[src/dcop_pkg.sv]
// shared types, constants and the depth curve table of the column obstacle profile
package dcop_pkg;

    localparam int PIXEL_W     = 8;
    localparam int COLUMN_W    = 10;
    localparam int MIN_W       = 9;
    localparam int DIST_W      = 10;
    localparam int MAPDIM_W    = 11;
    localparam int COUNT_W     = 4;
    localparam int PLOT_W      = 11;
    localparam int CFG_INDEX_W = 3;
    localparam int CFG_DATA_W  = 11;

    localparam int DEFAULT_MAX_COLUMNS = 1024;
    localparam int DEFAULT_QUEUE_DEPTH = 4;

    localparam logic [MIN_W-1:0] EMPTY_MIN     = 9'd256;
    localparam logic [MIN_W-1:0] FAR_MIN       = 9'd255;
    localparam int               CENTER_COL    = 320;
    localparam int               DIST_OFFSET   = 10;

    localparam logic [MAPDIM_W-1:0] MAP_WIDTH_RST   = 11'd640;
    localparam logic [MAPDIM_W-1:0] MAP_HEIGHT_RST  = 11'd450;
    localparam logic [COLUMN_W-1:0] LEFT_MARGIN_RST = 10'd20;
    localparam logic [COLUMN_W-1:0] RIGHT_EDGE_RST  = 10'd610;
    localparam logic [COUNT_W-1:0]  HOLD_LIMIT_RST  = 4'd5;

    typedef enum logic [CFG_INDEX_W-1:0] {
        CFG_MAP_WIDTH   = 3'd0,
        CFG_MAP_HEIGHT  = 3'd1,
        CFG_LEFT_MARGIN = 3'd2,
        CFG_RIGHT_EDGE  = 3'd3,
        CFG_HOLD_LIMIT  = 3'd4
    } cfg_index_t;

    typedef struct packed {
        logic [MAPDIM_W-1:0] map_width;
        logic [MAPDIM_W-1:0] map_height;
        logic [COLUMN_W-1:0] left_margin;
        logic [COLUMN_W-1:0] right_edge;
        logic [COUNT_W-1:0]  hold_limit;
    } cfg_t;

    // one finished column handed from front to back
    typedef struct packed {
        logic [MIN_W-1:0]    minimum;
        logic [COLUMN_W-1:0] column;
        logic                clear;
    } col_rec_t;

    typedef struct packed {
        logic full;
        logic empty;
    } queue_status_t;

    typedef enum logic [2:0] {
        BACK_IDLE,
        BACK_MUL,
        BACK_SCALE,
        BACK_RECIP,
        BACK_FINISH
    } back_state_t;

    // quadratic depth model, entries 0..255; the model value at 256 equals entry 255
    localparam longint CURVE_DIV = 50000;

    typedef logic [DIST_W-1:0] curve_rom_t [256];

    function automatic curve_rom_t build_curve();
        curve_rom_t r;
        longint     num;
        longint     q;
        for (int p = 0; p < 256; p++)
        begin
            num = -168 * longint'(p) * longint'(p) + 105640 * longint'(p) - 50894;
            q = num / CURVE_DIV;
            if (q < 0)
            begin
                q = 0;
            end
            r[p] = q[DIST_W-1:0];
        end
        return r;
    endfunction

    localparam curve_rom_t DEPTH_CURVE = build_curve();

endpackage

[src/dcop_pixel_if.sv]
// pixel stream channel
interface dcop_pixel_if import dcop_pkg::*; ();
    logic                valid;
    logic                ready;
    logic [PIXEL_W-1:0]  pixel;
    logic [COLUMN_W-1:0] column;
    logic                last_in_column;
    logic                frame_start;

    modport source (output valid, pixel, column, last_in_column, frame_start, input ready);
    modport sink   (input valid, pixel, column, last_in_column, frame_start, output ready);
endinterface

[src/dcop_point_if.sv]
// obstacle point channel
interface dcop_point_if import dcop_pkg::*; ();
    logic                valid;
    logic                ready;
    logic [COLUMN_W-1:0] map_x;
    logic [DIST_W-1:0]   map_y;

    modport source (output valid, map_x, map_y, input ready);
    modport sink   (input valid, map_x, map_y, output ready);
endinterface

[src/dcop_cfg_if.sv]
// configuration write channel
interface dcop_cfg_if import dcop_pkg::*; ();
    logic                   valid;
    logic                   ready;
    logic [CFG_INDEX_W-1:0] index;
    logic [CFG_DATA_W-1:0]  data;

    modport source (output valid, index, data, input ready);
    modport sink   (input valid, index, data, output ready);
endinterface

[src/dcop_front.sv]
// front end: per-pixel column minimum tracking and column record generation
module dcop_front import dcop_pkg::*; #(
    parameter int MAX_COLUMNS = DEFAULT_MAX_COLUMNS
) (
    input  logic          clk,
    input  logic          rst_n,
    dcop_pixel_if.sink    pixels,
    input  queue_status_t q_status,
    output logic          push,
    output col_rec_t      push_rec
);

    logic [MIN_W-1:0]    min_reg, min_next;
    logic                clear_reg, clear_next;
    logic                accept;
    logic [MIN_W-1:0]    cur_min;
    logic [MIN_W-1:0]    new_min;
    logic [COLUMN_W-1:0] col_clamped;

    assign pixels.ready = !q_status.full;
    assign accept       = pixels.valid && pixels.ready;

    always_comb
    begin
        cur_min = pixels.frame_start ? EMPTY_MIN : min_reg;
        if ((pixels.pixel != '0) && ({1'b0, pixels.pixel} < cur_min))
        begin
            new_min = {1'b0, pixels.pixel};
        end
        else
        begin
            new_min = cur_min;
        end

        if (int'(pixels.column) > MAX_COLUMNS - 1)
        begin
            col_clamped = COLUMN_W'(MAX_COLUMNS - 1);
        end
        else
        begin
            col_clamped = pixels.column;
        end

        push             = accept && pixels.last_in_column;
        push_rec.minimum = new_min;
        push_rec.column  = col_clamped;
        push_rec.clear   = clear_reg || pixels.frame_start;

        min_next   = min_reg;
        clear_next = clear_reg;
        if (accept)
        begin
            if (pixels.last_in_column)
            begin
                min_next   = EMPTY_MIN;
                clear_next = 1'b0;
            end
            else
            begin
                min_next   = new_min;
                clear_next = clear_reg || pixels.frame_start;
            end
        end
    end

    always_ff @(posedge clk or negedge rst_n)
    begin
        if (!rst_n)
        begin
            min_reg   <= EMPTY_MIN;
            clear_reg <= 1'b0;
        end
        else
        begin
            min_reg   <= min_next;
            clear_reg <= clear_next;
        end
    end

endmodule

[src/dcop_queue.sv]
// small column record queue between front and back
module dcop_queue import dcop_pkg::*; #(
    parameter int DEPTH = DEFAULT_QUEUE_DEPTH
) (
    input  logic          clk,
    input  logic          rst_n,
    input  logic          push,
    input  col_rec_t      push_rec,
    input  logic          pop,
    output col_rec_t      pop_rec,
    output queue_status_t status
);

    localparam int AW = (DEPTH > 1) ? $clog2(DEPTH) : 1;
    localparam int CW = $clog2(DEPTH + 1);

    col_rec_t        entries [DEPTH];
    logic [AW-1:0]   wptr_reg, wptr_next;
    logic [AW-1:0]   rptr_reg, rptr_next;
    logic [CW-1:0]   count_reg, count_next;
    logic            do_push;
    logic            do_pop;

    assign status.full  = (count_reg == CW'(DEPTH));
    assign status.empty = (count_reg == '0);
    assign do_push      = push && !status.full;
    assign do_pop       = pop && !status.empty;
    assign pop_rec      = entries[rptr_reg];

    always_comb
    begin
        wptr_next  = wptr_reg;
        rptr_next  = rptr_reg;
        count_next = count_reg;
        if (do_push)
        begin
            wptr_next = (wptr_reg == AW'(DEPTH - 1)) ? '0 : wptr_reg + 1'b1;
        end
        if (do_pop)
        begin
            rptr_next = (rptr_reg == AW'(DEPTH - 1)) ? '0 : rptr_reg + 1'b1;
        end
        if (do_push && !do_pop)
        begin
            count_next = count_reg + 1'b1;
        end
        else if (do_pop && !do_push)
        begin
            count_next = count_reg - 1'b1;
        end
    end

    always_ff @(posedge clk)
    begin
        if (do_push)
        begin
            entries[wptr_reg] <= push_rec;
        end
    end

    always_ff @(posedge clk or negedge rst_n)
    begin
        if (!rst_n)
        begin
            wptr_reg  <= '0;
            rptr_reg  <= '0;
            count_reg <= '0;
        end
        else
        begin
            wptr_reg  <= wptr_next;
            rptr_reg  <= rptr_next;
            count_reg <= count_next;
        end
    end

endmodule

[src/dcop_back.sv]
// back end: distance choice, map projection and obstacle point emission
module dcop_back import dcop_pkg::*; (
    input  logic          clk,
    input  logic          rst_n,
    input  cfg_t          cfg,
    input  queue_status_t q_status,
    input  col_rec_t      rec,
    output logic          pop,
    dcop_point_if.source  points
);

    localparam int               PROD_W      = COLUMN_W + DIST_W + 3;
    localparam int               MAG_W       = 18;
    localparam int               RECIP_SHIFT = 37;
    localparam logic [23:0]      RECIP_MUL   = 24'd13743896;
    localparam int               WIDE_W      = PROD_W + 24;
    localparam logic [DIST_W-1:0] FAR_DIST   = DEPTH_CURVE[255];
    localparam logic [DIST_W-1:0] NEAR_DIST  = DEPTH_CURVE[0];

    back_state_t         state_reg, state_next;
    logic [DIST_W-1:0]   held_reg, held_next;
    logic [COUNT_W-1:0]  cnt_reg, cnt_next;
    logic [DIST_W-1:0]   prev_d_reg, prev_d_next;
    logic [PLOT_W-1:0]   prev_x_reg, prev_x_next;
    logic                out_valid_reg, out_valid_next;
    logic [COLUMN_W-1:0] out_x_reg, out_x_next;
    logic [DIST_W-1:0]   out_y_reg, out_y_next;

    logic [DIST_W-1:0]   dist_reg, dist_next;
    logic [COLUMN_W-1:0] col_reg, col_next;
    logic signed [PROD_W-1:0] prod_reg, prod_next;
    logic [PROD_W-1:0]   mag_reg, mag_next;
    logic                neg_reg, neg_next;
    logic [9:0]          q_reg, q_next;

    logic [DIST_W-1:0]   held_e;
    logic [COUNT_W-1:0]  cnt_e;
    logic [DIST_W-1:0]   sel_dist;
    logic [COUNT_W-1:0]  sel_cnt;
    logic [7:0]          rom_idx;
    logic signed [COLUMN_W+1:0] col_off;
    logic signed [DIST_W:0]     dist_off;
    logic [PROD_W-1:0]   abs_full;
    logic [MAG_W-1:0]    abs_v;
    logic [WIDE_W-1:0]   wide;
    logic signed [11:0]  q_signed;
    logic signed [11:0]  plot;
    logic [PLOT_W-1:0]   px;
    logic                emit;
    logic                out_free;

    assign points.valid = out_valid_reg;
    assign points.map_x = out_x_reg;
    assign points.map_y = out_y_reg;
    assign out_free     = !out_valid_reg || points.ready;

    // distance choice for the column at the head of the queue
    always_comb
    begin
        held_e  = rec.clear ? '0 : held_reg;
        cnt_e   = rec.clear ? '0 : cnt_reg;
        rom_idx = (rec.minimum == EMPTY_MIN) ? FAR_MIN[7:0] : rec.minimum[7:0];
        sel_cnt = cnt_e;
        priority if ((rec.minimum >= FAR_MIN) && (held_e != '0) && (cnt_e < cfg.hold_limit))
        begin
            sel_dist = held_e;
            sel_cnt  = cnt_e + 1'b1;
        end
        else if ((rec.column < cfg.left_margin) || (rec.column >= cfg.right_edge))
        begin
            sel_dist = FAR_DIST;
        end
        else if (cnt_e >= cfg.hold_limit)
        begin
            sel_dist = NEAR_DIST;
        end
        else
        begin
            sel_dist = DEPTH_CURVE[rom_idx];
            sel_cnt  = '0;
        end
    end

    // projection datapath
    always_comb
    begin
        col_off  = $signed({2'b00, col_reg}) - 12'sd320;
        dist_off = $signed({1'b0, dist_reg}) - 11'sd10;
        abs_full = prod_reg[PROD_W-1] ? PROD_W'(-prod_reg) : PROD_W'(prod_reg);
        abs_v    = abs_full[MAG_W-1:0];
        wide     = WIDE_W'(mag_reg) * WIDE_W'(RECIP_MUL);
        q_signed = neg_reg ? -$signed({2'b00, q_reg}) : $signed({2'b00, q_reg});
        plot     = q_signed + 12'sd320;
        px       = plot[PLOT_W-1:0];
        emit     = ((prev_x_reg != px) || (dist_reg != prev_d_reg))
                   && (prev_d_reg != '0) && (prev_x_reg != '0)
                   && ({1'b0, dist_reg} < cfg.map_height)
                   && !plot[11] && (px < cfg.map_width);
    end

    always_comb
    begin
        state_next     = state_reg;
        held_next      = held_reg;
        cnt_next       = cnt_reg;
        prev_d_next    = prev_d_reg;
        prev_x_next    = prev_x_reg;
        out_valid_next = out_valid_reg && !points.ready;
        out_x_next     = out_x_reg;
        out_y_next     = out_y_reg;
        dist_next      = dist_reg;
        col_next       = col_reg;
        prod_next      = prod_reg;
        mag_next       = mag_reg;
        neg_next       = neg_reg;
        q_next         = q_reg;
        pop            = 1'b0;

        unique case (state_reg)
            BACK_IDLE:
            begin
                if (!q_status.empty)
                begin
                    pop       = 1'b1;
                    dist_next = sel_dist;
                    col_next  = rec.column;
                    cnt_next  = sel_cnt;
                    held_next = (rec.minimum != EMPTY_MIN) ? sel_dist : held_e;
                    if (rec.clear)
                    begin
                        prev_d_next = '0;
                        prev_x_next = '0;
                    end
                    state_next = BACK_MUL;
                end
            end
            BACK_MUL:
            begin
                prod_next  = PROD_W'(col_off) * PROD_W'(dist_off);
                state_next = BACK_SCALE;
            end
            BACK_SCALE:
            begin
                // times 21 as shift and add
                mag_next   = PROD_W'({abs_v, 4'b0000}) + PROD_W'({abs_v, 2'b00})
                             + PROD_W'(abs_v);
                neg_next   = prod_reg[PROD_W-1];
                state_next = BACK_RECIP;
            end
            BACK_RECIP:
            begin
                // divide by 10000 through the reciprocal
                q_next     = wide[RECIP_SHIFT+9:RECIP_SHIFT];
                state_next = BACK_FINISH;
            end
            BACK_FINISH:
            begin
                if (out_free)
                begin
                    if (emit)
                    begin
                        out_valid_next = 1'b1;
                        out_x_next     = px[COLUMN_W-1:0];
                        out_y_next     = dist_reg;
                    end
                    prev_d_next = dist_reg;
                    prev_x_next = px;
                    state_next  = BACK_IDLE;
                end
            end
            default:
            begin
                state_next = BACK_IDLE;
            end
        endcase
    end

    always_ff @(posedge clk or negedge rst_n)
    begin
        if (!rst_n)
        begin
            state_reg     <= BACK_IDLE;
            held_reg      <= '0;
            cnt_reg       <= '0;
            prev_d_reg    <= '0;
            prev_x_reg    <= '0;
            out_valid_reg <= 1'b0;
        end
        else
        begin
            state_reg     <= state_next;
            held_reg      <= held_next;
            cnt_reg       <= cnt_next;
            prev_d_reg    <= prev_d_next;
            prev_x_reg    <= prev_x_next;
            out_valid_reg <= out_valid_next;
        end
    end

    always_ff @(posedge clk)
    begin
        out_x_reg <= out_x_next;
        out_y_reg <= out_y_next;
        dist_reg  <= dist_next;
        col_reg   <= col_next;
        prod_reg  <= prod_next;
        mag_reg   <= mag_next;
        neg_reg   <= neg_next;
        q_reg     <= q_next;
    end

endmodule

[src/depth_column_obstacle_profile_top.sv]
// top level of the depth column obstacle profile block
//
// Pixels enter column by column; the front end takes one pixel per cycle
// while the queue is not full and keeps the running minimum of the column.
// Each column end leaves a record in a small queue (QUEUE_DEPTH columns, four
// by default). The back end takes one record at a time through these steps:
// distance choice from the depth curve table, the signed multiply of column
// and distance offsets, the scale by 21, the reciprocal multiply that divides
// by 10000, and the final map bounds test. So a pixel is taken every cycle
// as long as the back end keeps pace; a run of short columns fills the queue
// and pixel ready drops until the back end catches up. A point waits in an
// output register, and the back end only stalls at its last step when that
// register is still held by the sink. Configuration writes are always taken.
module depth_column_obstacle_profile_top import dcop_pkg::*; #(
    parameter int MAX_COLUMNS = DEFAULT_MAX_COLUMNS,
    parameter int QUEUE_DEPTH = DEFAULT_QUEUE_DEPTH
) (
    input  logic          clk,
    input  logic          rst_n,
    dcop_pixel_if.sink    pixels,
    dcop_point_if.source  points,
    dcop_cfg_if.sink      cfg
);

    cfg_t          cfg_reg, cfg_next;
    queue_status_t q_status;
    logic          push;
    col_rec_t      push_rec;
    logic          pop;
    col_rec_t      pop_rec;

    // register file, writes land in the cycle after they are taken
    assign cfg.ready = 1'b1;

    always_comb
    begin
        cfg_next = cfg_reg;
        if (cfg.valid)
        begin
            unique case (cfg.index)
                CFG_MAP_WIDTH:   cfg_next.map_width   = cfg.data;
                CFG_MAP_HEIGHT:  cfg_next.map_height  = cfg.data;
                CFG_LEFT_MARGIN: cfg_next.left_margin = cfg.data[COLUMN_W-1:0];
                CFG_RIGHT_EDGE:  cfg_next.right_edge  = cfg.data[COLUMN_W-1:0];
                CFG_HOLD_LIMIT:  cfg_next.hold_limit  = cfg.data[COUNT_W-1:0];
                default:         cfg_next = cfg_reg;
            endcase
        end
    end

    always_ff @(posedge clk or negedge rst_n)
    begin
        if (!rst_n)
        begin
            cfg_reg.map_width   <= MAP_WIDTH_RST;
            cfg_reg.map_height  <= MAP_HEIGHT_RST;
            cfg_reg.left_margin <= LEFT_MARGIN_RST;
            cfg_reg.right_edge  <= RIGHT_EDGE_RST;
            cfg_reg.hold_limit  <= HOLD_LIMIT_RST;
        end
        else
        begin
            cfg_reg <= cfg_next;
        end
    end

    // per-pixel minimum tracking, one record per column end
    dcop_front #(
        .MAX_COLUMNS (MAX_COLUMNS)
    ) u_front (
        .clk      (clk),
        .rst_n    (rst_n),
        .pixels   (pixels),
        .q_status (q_status),
        .push     (push),
        .push_rec (push_rec)
    );

    // decouples pixel rate from the per-column sequencer
    dcop_queue #(
        .DEPTH (QUEUE_DEPTH)
    ) u_queue (
        .clk      (clk),
        .rst_n    (rst_n),
        .push     (push),
        .push_rec (push_rec),
        .pop      (pop),
        .pop_rec  (pop_rec),
        .status   (q_status)
    );

    // per-column distance choice, projection and point output
    dcop_back u_back (
        .clk      (clk),
        .rst_n    (rst_n),
        .cfg      (cfg_reg),
        .q_status (q_status),
        .rec      (pop_rec),
        .pop      (pop),
        .points   (points)
    );

endmodule

[src/flat_wrapper.sv]
// flat-port wrapper written by rule: the top's interface ports become plain ports
module depth_column_obstacle_profile_top_flat import dcop_pkg::*;
#(
    parameter int MAX_COLUMNS = DEFAULT_MAX_COLUMNS,
    parameter int QUEUE_DEPTH = DEFAULT_QUEUE_DEPTH
)
  (clk, rst_n, pixels_valid, pixels_pixel, pixels_column, pixels_last_in_column, pixels_frame_start, pixels_ready, points_valid, points_map_x, points_map_y, points_ready, cfg_valid, cfg_index, cfg_data, cfg_ready);
  dcop_pixel_if pixels_i ();
  dcop_point_if points_i ();
  dcop_cfg_if cfg_i ();
  input  logic clk;
  input  logic rst_n;
  input wire logic [$bits(pixels_i.valid)-1:0] pixels_valid;
  input wire logic [$bits(pixels_i.pixel)-1:0] pixels_pixel;
  input wire logic [$bits(pixels_i.column)-1:0] pixels_column;
  input wire logic [$bits(pixels_i.last_in_column)-1:0] pixels_last_in_column;
  input wire logic [$bits(pixels_i.frame_start)-1:0] pixels_frame_start;
  output wire logic [$bits(pixels_i.ready)-1:0] pixels_ready;
  output wire logic [$bits(points_i.valid)-1:0] points_valid;
  output wire logic [$bits(points_i.map_x)-1:0] points_map_x;
  output wire logic [$bits(points_i.map_y)-1:0] points_map_y;
  input wire logic [$bits(points_i.ready)-1:0] points_ready;
  input wire logic [$bits(cfg_i.valid)-1:0] cfg_valid;
  input wire logic [$bits(cfg_i.index)-1:0] cfg_index;
  input wire logic [$bits(cfg_i.data)-1:0] cfg_data;
  output wire logic [$bits(cfg_i.ready)-1:0] cfg_ready;
  assign pixels_i.valid = pixels_valid;
  assign pixels_i.pixel = pixels_pixel;
  assign pixels_i.column = pixels_column;
  assign pixels_i.last_in_column = pixels_last_in_column;
  assign pixels_i.frame_start = pixels_frame_start;
  assign pixels_ready = pixels_i.ready;
  assign points_valid = points_i.valid;
  assign points_map_x = points_i.map_x;
  assign points_map_y = points_i.map_y;
  assign points_i.ready = points_ready;
  assign cfg_i.valid = cfg_valid;
  assign cfg_i.index = cfg_index;
  assign cfg_i.data = cfg_data;
  assign cfg_ready = cfg_i.ready;
  depth_column_obstacle_profile_top #(.MAX_COLUMNS(MAX_COLUMNS), .QUEUE_DEPTH(QUEUE_DEPTH)) u_core (.clk(clk), .rst_n(rst_n), .pixels(pixels_i), .points(points_i), .cfg(cfg_i));
endmodule
[config.mk]
export PLATFORM = sky130hd
export DESIGN_NAME = depth_column_obstacle_profile_top_flat
export DESIGN_NICKNAME = d
export VERILOG_FILES = /design/src/dcop_pkg.sv /design/src/dcop_pixel_if.sv /design/src/dcop_point_if.sv /design/src/dcop_cfg_if.sv /design/src/dcop_front.sv /design/src/dcop_queue.sv /design/src/dcop_back.sv /design/src/depth_column_obstacle_profile_top.sv /design/src/flat_wrapper.sv
export SDC_FILE = /design/constraint.sdc
export NUM_CORES = 1
export LEC_CHECK = 0
export ABC_AREA = 1
export BUFFER_PORTS_ARGS = -buffer_cell sky130_fd_sc_hd__buf_2
export CELL_PAD_IN_SITES_DETAIL_PLACEMENT = 1
export CELL_PAD_IN_SITES_GLOBAL_PLACEMENT = 1
export CORE_UTILIZATION = 51
export CTS_BUF_LIST = sky130_fd_sc_hd__clkbuf_16
export DETAILED_ROUTE_END_ITERATION = 12
export GPL_ROUTABILITY_DRIVEN = 0
export PLACE_DENSITY_LB_ADDON = 0.05
export SYNTH_ARGS = -nofsm -noshare
export SYNTH_HDL_FRONTEND = slang
export SYNTH_SLANG_ARGS = --single-unit
[constraint.sdc]
create_clock -name clk -period 8.6 [get_ports clk]
set_input_delay 1.29 -clock clk [delete_from_list [all_inputs] [get_ports clk]]
set_output_delay 1.29 -clock clk [all_outputs]
set_load 0.005 [all_outputs]
==> flow_summary.ini, run 1 <==
[outcome]
status = completed

[global_routing]
grt_max_degree = 76
grt_busiest_layer = met2
grt_pass1_wl_um = 146000
grtUsageMet3_pct = 4.36
gr-total-overflow = 0
grt_util_met1_pct = 41.5
antenna_found_initial = 1
grt_usage_pct = 31.9
grt_pass1_vias = 26200
grtUsageMet2_pct = 55.4

[synth]
yosys_register_bits = 275
avgSynthCellArea_um2 = 8.80
synth_cell_types = 58
ys_warn_count = 0
synth.most_common_cell = inv_1
synth_area_leader_cell = fa_1
synth_edf_count = 173
syn_inst = 3330
synthTopCellsByArea = fa_1 (22%), edfxtp_1 (18%), ha_1 (14%)
yosysSeqAreaShare_pct = 26.5
async_flop_share_pct = 37.1
synth-main-ff-cell = edfxtp_1
ys_top_cells_by_count = inv_1 (775), nand2_1 (565), ha_1 (339)
synthesis.nets = 4028
synth_top_cell_area_share_pct = 21.9
netlist_area_um2 = 29300

[worst_setup_path]
crit_required_ns = 8.89
path_class = register to register
reg2regPathDepth = 31
startpoint_type = register
r2r-start = u_core.u_back.dist_reg[1]$_DFFE_PP_
critPathMaxStageDelay_ns = 0.64
cp_max_fo = 14
crit_path_end_kind = register
timing.rr.end = u_core.u_back.prod_reg[21]$_DFFE_PP_
critPathArrivalTime_ns = 7.42
crit_path_top_delay_cell = edfxtp_1
regToRegSetupSlack_ns = 1.47

[clock_tree]
clock_path_buffers = 3
ctsHoldBuffers = 0
clk_pin_slew_ns = 0.06
clkLatencyLatePin_ns = 0.57
post_cts_resize_count = 0
root_buffer = clkbuf_16
htree_levels = 2
cts_tree = done
clock-sinks = 275
cts-buffers-inserted = 34
cts_setup_buffers = 0

[placement]
dpl_cell_area_um2 = 30300
dpl.hpwl_um = 73100
port_buffers = 60

[detailed_routing]
wl_per_cell_um = 21.6
wl_um = 89900
ant_nets = 0
drc_errors = 0
first_pass_iters = 5
first_iter_violations = 1256
routed-via-count = 23200
routed_via_density = 5.57

[layout]
largest_reg_flops = 80
layout-drive-gt1-share_pct = 6.05
fin_area_um2 = 31500
antenna_cells_inserted = 0
nNetsFinal = 4078
area_growth_pct = 7.48

[timing]
finalCritPeriodShare_pct = 82.9
rsz0062_at_grt = false
clock.fmax_mhz = 140
worstMarginPinSlew_ns = 1.05
fin_tns_setup_ns = 0
clock_skew_ns = 0.0310
setup_viol = 0
hold-worst-slack_ns = 0.478
final.min_clock_period_ns = 7.13
maxSlewViolCount = 0
relSlewSlack_pct = 29.9
finalHoldViolCount = 0

[floorplan]
coreArea_um2 = 56600
die-area_um2 = 58400
row_count = 87
die_h_um = 242
fp.dieW_um = 242
ios = 62
start_util_pct = 51.8

[hold_path]
holdPathEnd = u_core.u_back.held_reg[0]$_DFFE_PN0P_
worstHoldPathCells = 2
min_path_type = register to register
min-delay-start = u_core.u_back.held_reg[0]$_DFFE_PN0P_

[run]
cap_violations = 0
## final cells by class
cell class | count | area, µm²
timing repair buffer | 74 | 408
inverter | 794 | 2980
clock buffer | 34 | 851
multi-input combinational | 2201 | 18200
fill | 6658 | 25100
tap | 756 | 946
clock inverter | 27 | 294
sequential | 275 | 7770
## worst max-delay path, delay by kind of cell (launching register included)
kind / cells / cell delay (ns)
adders and majority gates: 7 / 3.11
and+or+nand+nor: 13 / 1.42
xor gates and xnor gates: 2 / 0.77
buffers and inverters: 7 / 0.67
DFF: 1 / 0.64
AOI/OAI and AO/OA: 2 / 0.22
## cell usage in the layout (no fill, tap or decap), types with 12 or more instances in the layout
cell and n:
clkbuf_16 34, ha_1 339, nor3_1 28, nor2_1 197
a31oi_1 12, nand3_1 133, dfrtp_1 87, inv_1 782
dfstp_2 15, nand4_1 24, buf_2 59, a21oi_1 148
fa_1 320, buf_4 15, nand2_1 565, o22ai_1 25
xor2_1 72, xnor2_1 25, inv_2 13, edfxtp_1 173
o21ai_0 167, clkinv_1 12, nand2_2 13
## routing by layer
metal | wire (µm) | vias up
li1 | - | 10600
met1 | 38200 | 11800
met2 | 44900 | 546
met3 | 4230 | 167
met4 | 2620 | 2
met5 | 11 | -
## worst max-delay path by stage
| stage | from | to | slack (ns) | cells past startpoint |
|---|---|---|---|---|
| 2_1_floorplan | u_core.u_back.dist_reg[1]$_DFFE_PP_ | u_core.u_back.prod_reg[21]$_DFFE_PP_ | 2.62 | 31 |
| 3_3_place_gp | u_core.u_back.dist_reg[1]$_DFFE_PP_ | u_core.u_back.prod_reg[21]$_DFFE_PP_ | 1.81 | 31 |
| 3_5_place_dp | u_core.u_back.dist_reg[1]$_DFFE_PP_ | u_core.u_back.prod_reg[21]$_DFFE_PP_ | 1.53 | 31 |
| 4_1_cts | u_core.u_back.dist_reg[1]$_DFFE_PP_ | u_core.u_back.prod_reg[21]$_DFFE_PP_ | 1.50 | 31 |
| 5_1_grt | u_core.u_back.dist_reg[1]$_DFFE_PP_ | u_core.u_back.prod_reg[21]$_DFFE_PP_ | 0.94 | 31 |
| 6_report | u_core.u_back.dist_reg[1]$_DFFE_PP_ | u_core.u_back.prod_reg[21]$_DFFE_PP_ | 1.47 | 31 |
## stage by stage
stage          setup slack (ns)  util [%]  std cells
5_1_grt                   0.942      55.6       4161
6_report                   1.47      55.6       4161
3_5_place_dp               1.53      53.6       4100
2_1_floorplan              2.62         -       3330
4_1_cts                    1.50      55.6       4161
3_3_place_gp               1.81      53.6       4100
## cells by family (layout without fill, tap and decap cells)
group | after synthesis | after routing | synth area share (%)
simple gates | 1016 | 1016 | 14.8
fa+ha+maj | 659 | 659 | 36.3
flops | 275 | 275 | 26.5
xor+xnor | 97 | 97 | 2.90
compound gates | 427 | 427 | 8.16
mux | 1 | 1 | 0.0384
buf+inv | 854 | 929 | 11.3
other cells | 1 | 1 | 0.0128
Power of run 1 is left out: the tool's default activity adds up to more than one toggle a clock period on the data nets, which glitch-free logic cannot reach.
==> run 2, diff against run 1 <==
Settings changed: CORE_UTILIZATION 51 to 46.
Clock period 8.6 ns to 6.5 ns, I/O delays scaled along.
==> flow_summary.ini, run 2 (synthesis results as in run 1) <==
[outcome]
status = completed

[hold_path]
min_path_type = primary input to async pin

[clock_tree]
htree_levels = 2
clock_path_buffers = 3
cts_tree = done
root_buffer = clkbuf_16
clock-sinks = 275
cts-buffers-inserted = 34
post_cts_resize_count = 0
ctsHoldBuffers = 0
clk_pin_slew_ns = 0.06
cts_setup_buffers = 0
clkLatencyLatePin_ns = 0.56

[detailed_routing]
first_iter_violations = 1121
routed.top_layer = met4
wl_um = 87200
wirelength_met1_um = 38700
ant_nets = 0
wl_met3_um = 4140
first_pass_iters = 5
routed-via-count = 22500
wl_met2_um = 41600
drc_errors = 0
routed_via_density = 5.26
wl_per_cell_um = 20.4

[floorplan]
fp.dieW_um = 254
ios = 62
die_h_um = 254
die-area_um2 = 64700
start_util_pct = 46.5
row_count = 92
coreArea_um2 = 63000

[global_routing]
grt_pass1_vias = 24900
grt_pass1_wl_um = 138000
gr-total-overflow = 0
grt_max_degree = 56
antenna_found_initial = 1
grt_usage_pct = 28.0

[layout]
layout-drive-gt1-share_pct = 6.89
most-common-layout-cells = inv_1 (779), nand2_1 (565), ha_1 (337), fa_1 (320), nor2_1 (197)
mostFrequentLayoutCell = inv_1
final_util_pct = 50.4
nNetsFinal = 4096
area_growth_pct = 8.37
largest_reg_flops = 80

[worst_setup_path]
crit_path_cell_trace = ha_1, inv_1, fa_1, fa_1, fa_1, inv_1, fa_1, fa_1, inv_1, fa_1, inv_1, ha_1, nand2_1, nor2_1, nand4_1, o21ai_1, nand3_1, nand3_1, nand2_1, nand2_1, nand3_1, nand3_1, xnor2_1
r2r-start = u_core.u_back.mag_reg[12]$_DFFE_PN_
path_buf_inv = 4
path_common_cell = fa_1
startpoint_type = register
regToRegSetupSlack_ns = 0.25
path_class = register to register
startpoint = u_core.u_back.mag_reg[12]$_DFFE_PN_
crit_required_ns = 6.79
critPathTopFamily = adder cells
cp_max_fo = 4
critPathArrivalTime_ns = 6.54
critPathMaxStageDelay_ns = 0.59
crit_path_top_delay_cell = fa_1
timing.rr.end = u_core.u_back.q_reg[9]$_DFFE_PP_
crit_cells = 23
reg2regPathDepth = 23
crit_path_end_kind = register

[timing]
finalCritPeriodShare_pct = 96.1
clock_skew_ns = 0.0169
rsz0062_at_grt = false
final.min_clock_period_ns = 6.25
relSlewSlack_pct = 26.3
setup_viol = 0
maxSlewViolCount = 0
worstMarginPinSlew_ns = 1.10
clock.fmax_mhz = 160
fin_tns_setup_ns = 0
finalHoldViolCount = 0

[placement]
port_buffers = 60
dpl.hpwl_um = 72100

[run]
cap_violations = 0
run 2: layer usage:
layer / vias up / track usage, %
li1: 10600 / -
met1: 11300 / 37.4
met2: 422 / 46.5
met3: 135 / 4.43
met4: 0 / 8.67
met5: - / 0
run 2: worst max path at each step:
stage | endpoint | slack (ns)
2_1_floorplan | u_core.u_back.prod_reg[21]$_DFFE_PP_ | 0.52
3_3_place_gp | u_core.u_back.q_reg[9]$_DFFE_PP_ | 0.19
3_5_place_dp | u_core.u_back.q_reg[9]$_DFFE_PP_ | 0.12
4_1_cts | u_core.u_back.q_reg[9]$_DFFE_PP_ | 0.04
5_1_grt | u_core.u_back.q_reg[9]$_DFFE_PP_ | 0.003
6_report | u_core.u_back.q_reg[9]$_DFFE_PP_ | 0.25
run 2: cell type report:
type | instances | area [µm²]
diodes | 1 | 2.50
clock buffers | 34 | 851
clock inverters | 28 | 285
fillers | 7460 | 31200
inverters | 794 | 2980
multi-input cells | 2201 | 18300
flip-flops and latches | 275 | 7770
well taps | 846 | 1060
repair buffers | 92 | 543
run 2: through the flow:
stage | hold WS, ns | instances | area (µm²) | setup WS (ns)
after floorplan | 0.424 | 3330 | 29300 | 0.515
after global placement | 0.462 | 4208 | 30600 | 0.193
after detailed placement | 0.471 | 4208 | 30600 | 0.119
after CTS | 0.470 | 4270 | 31700 | 0.0351
after global routing | 0.496 | 4270 | 31700 | 0.00274
final | 0.463 | 4271 | 31700 | 0.252
run 2: worst reg2reg max path: stages, from the launching register on:
cell      delay, ns
edfxtp_1       0.48
ha_1           0.41
inv_1          0.16
fa_1           0.59
fa_1           0.43
fa_1           0.51
inv_1          0.07
fa_1           0.52
fa_1           0.56
inv_1          0.06
fa_1           0.50
inv_1          0.06
ha_1           0.34
nand2_1        0.12
nor2_1         0.16
nand4_1        0.10
o21ai_1        0.32
nand3_1        0.12
nand3_1        0.09
nand2_1        0.05
nand2_1        0.10
nand3_1        0.08
nand3_1        0.10
xnor2_1        0.09
Power of run 2 is left out for the same reason.
==> run 3, diff against run 2 <==
Settings changed: ABC_AREA 1 to default, CORE_UTILIZATION 46 to 47.
==> flow_summary.ini, run 3 <==
[detailed_routing]
first_iter_violations = 1102
first_pass_iters = 5
wl_um = 80100
routed_via_density = 5.53
drc_errors = 0
ant_nets = 0
wl_per_cell_um = 21.2
routed-via-count = 20900

[synth]
async_flop_share_pct = 37.1
synthesis.nets = 3548
synth_area_leader_cell = fa_1
yosysSeqAreaShare_pct = 27.0
synth_top_cell_area_share_pct = 22.3
synth_cell_types = 84
yosys_register_bits = 275
synthTopCellsByArea = fa_1 (22%), edfxtp_1 (18%), ha_1 (15%)
synth.most_common_cell = inv_1
synth_edf_count = 173
avgSynthCellArea_um2 = 10.1
netlist_area_um2 = 28700
ys_top_cells_by_count = inv_1 (587), ha_1 (339), fa_1 (320)
synth-main-ff-cell = edfxtp_1
ys_warn_count = 0
syn_inst = 2850

[clock_tree]
htree_levels = 1
cts_tree = done
cts-buffers-inserted = 30
ctsHoldBuffers = 0
clk_pin_slew_ns = 0.06
clkLatencyLatePin_ns = 0.61
root_buffer = clkbuf_16
clock-sinks = 275
clock_path_buffers = 3

[worst_setup_path]
crit_path_cell_trace = ha_1, fa_1, inv_1, fa_1, fa_1, fa_1, inv_1, fa_1, ha_1, ha_1, a21o_1, a21o_1, a21oi_1, nor2_1, a211oi_2, o22ai_1, nor2_1, buf_4, a31o_2, o21bai_1, xor2_1
critPathArrivalTime_ns = 6.58
path_buf_inv = 3
startpoint_type = register
critPathMaxStageDelay_ns = 0.63
path_class = register to register
critPathTopFamily = adder cells
cp_max_fo = 5
crit_required_ns = 6.82
crit_path_top_delay_cell = fa_1
path_common_cell = fa_1
crit_path_end_kind = register

[floorplan]
die_h_um = 249
start_util_pct = 47.6
coreArea_um2 = 60400
row_count = 90
ios = 62
die-area_um2 = 62100
fp.dieW_um = 249

[layout]
final_util_pct = 52.5
area_growth_pct = 10.3
antenna_cells_inserted = 0
most-common-layout-cells = inv_1 (591), ha_1 (323), fa_1 (317), nand2_1 (217), edfxtp_1 (173)
nNetsFinal = 3668
mostFrequentLayoutCell = inv_1
largest_reg_flops = 80
layout-drive-gt1-share_pct = 11.3

[timing]
maxSlewViolCount = 0
clock.fmax_mhz = 160
finalHoldViolCount = 0
worstMarginPinSlew_ns = 1.26
final.min_clock_period_ns = 6.26
relSlewSlack_pct = 15.9
clock_skew_ns = 0.0541
finalCritPeriodShare_pct = 96.4
setup_viol = 0

[placement]
port_buffers = 60
dpl.hpwl_um = 65600

[global_routing]
grt_pass1_wl_um = 131000
grt_pass1_vias = 23200
grt_max_degree = 63
antenna_found_initial = 0
grt_usage_pct = 26.7
gr-total-overflow = 0

[run]
cap_violations = 0

[hold_path]
min_path_type = primary input to async pin

[outcome]
status = completed
run 3: changes by cell type in the layout (fill, tap and decap cells not counted), sizes merged, moves of 40 or more:
cell / change
a21o: +42
a21oi: -66
buf: +84
inv: -204
nand2: -365
nand3: -107
nor2: -79
xnor2: +59
xor2: -40
run 3: metal layers:
metal | track usage, % | up-vias | routed length (µm)
li1 | - | 9666 | -
met1 | 36.7 | 10700 | 35900
met2 | 45.5 | 411 | 39500
met3 | 2.59 | 112 | 2740
met4 | 6.26 | 0 | 1940
met5 | 0 | - | 0
run 3: cells by family (layout without fill, tap and decap cells):
family / Yosys count / after routing / share of synthesized area, %
compound gates: 471 / 471 / 10.6
xor+xnor: 116 / 116 / 3.54
fa+ha+maj: 660 / 660 / 37.1
buf+inv: 676 / 819 / 9.00
flops: 275 / 275 / 27.0
mux: 53 / 53 / 2.76
other cells: 1 / 1 / 0.0130
simple gates: 598 / 598 / 9.98
run 3: metrics by stage:
step | TNS (ns) | hold slack (ns) | setup WS, ns | std cells | area [µm²]
2_1_floorplan | 0 | 0.424 | 0.523 | 2850 | 28700
3_3_place_gp | 0 | 0.444 | 0.0527 | 3706 | 30400
3_5_place_dp | -0.101 | 0.449 | -0.0586 | 3706 | 30400
4_1_cts | 0 | 0.357 | 0.0273 | 3761 | 31400
5_1_grt | -0.00808 | 0.396 | -0.00808 | 3775 | 31700
6_report | 0 | 0.361 | 0.236 | 3775 | 31700
run 3: worst paths after layout:
check | startpoint | to | slack (ns) | cells past startpoint
setup reg to reg | u_core.u_back.mag_reg[4]$_DFFE_PN_ | u_core.u_back.q_reg[8]$_DFFE_PP_ | 0.24 | 21
setup / recovery | u_core.u_back.mag_reg[4]$_DFFE_PN_ | u_core.u_back.q_reg[8]$_DFFE_PP_ | 0.24 | 21
min in group clk | u_core.u_front.min_reg[8]$_DFFE_PN1P_ | u_core.u_front.min_reg[8]$_DFFE_PN1P_ | 0.46 | 2
hold reg to reg | u_core.u_front.min_reg[8]$_DFFE_PN1P_ | u_core.u_front.min_reg[8]$_DFFE_PN1P_ | 0.46 | 2
max in group asynchronous | rst_n | u_core.u_back.prev_d_reg[2]$_DFFE_PN0P_ | 4.82 | 2
hold / removal | rst_n | u_core.cfg_reg[11]$_DFFE_PN0P_ | 0.36 | 1
run 3: what timing repair did:
item / in CTS / in global routing
resized for setup: 3 / 39
pin swaps: 0 / 10
setup buffers: 0 / 14
setup endpoints to repair: 4 / 13
run 3: cell type report:
cell class              instances  area [µm²]
flip-flops and latches        275        7770
well taps                     782         978
fillers                      6740       28700
multi-input cells            1899       18600
repair buffers                176        1170
clock inverters                23         158
inverters                     588        2210
clock buffers                  32         801
run 3: worst reg2reg max path, cell delays in order (launching register included):
cell and delay, ns:
edfxtp_1 0.48, ha_1 0.49, fa_1 0.64, inv_1 0.09, fa_1 0.52, fa_1 0.48
fa_1 0.53, inv_1 0.06, fa_1 0.41, ha_1 0.29, ha_1 0.33, a21o_1 0.17
a21o_1 0.18, a21oi_1 0.15, nor2_1 0.07, a211oi_2 0.30, o22ai_1 0.13, nor2_1 0.12
buf_4 0.15, a31o_2 0.21, o21bai_1 0.09, xor2_1 0.15
Power of run 3 is left out for the same reason.
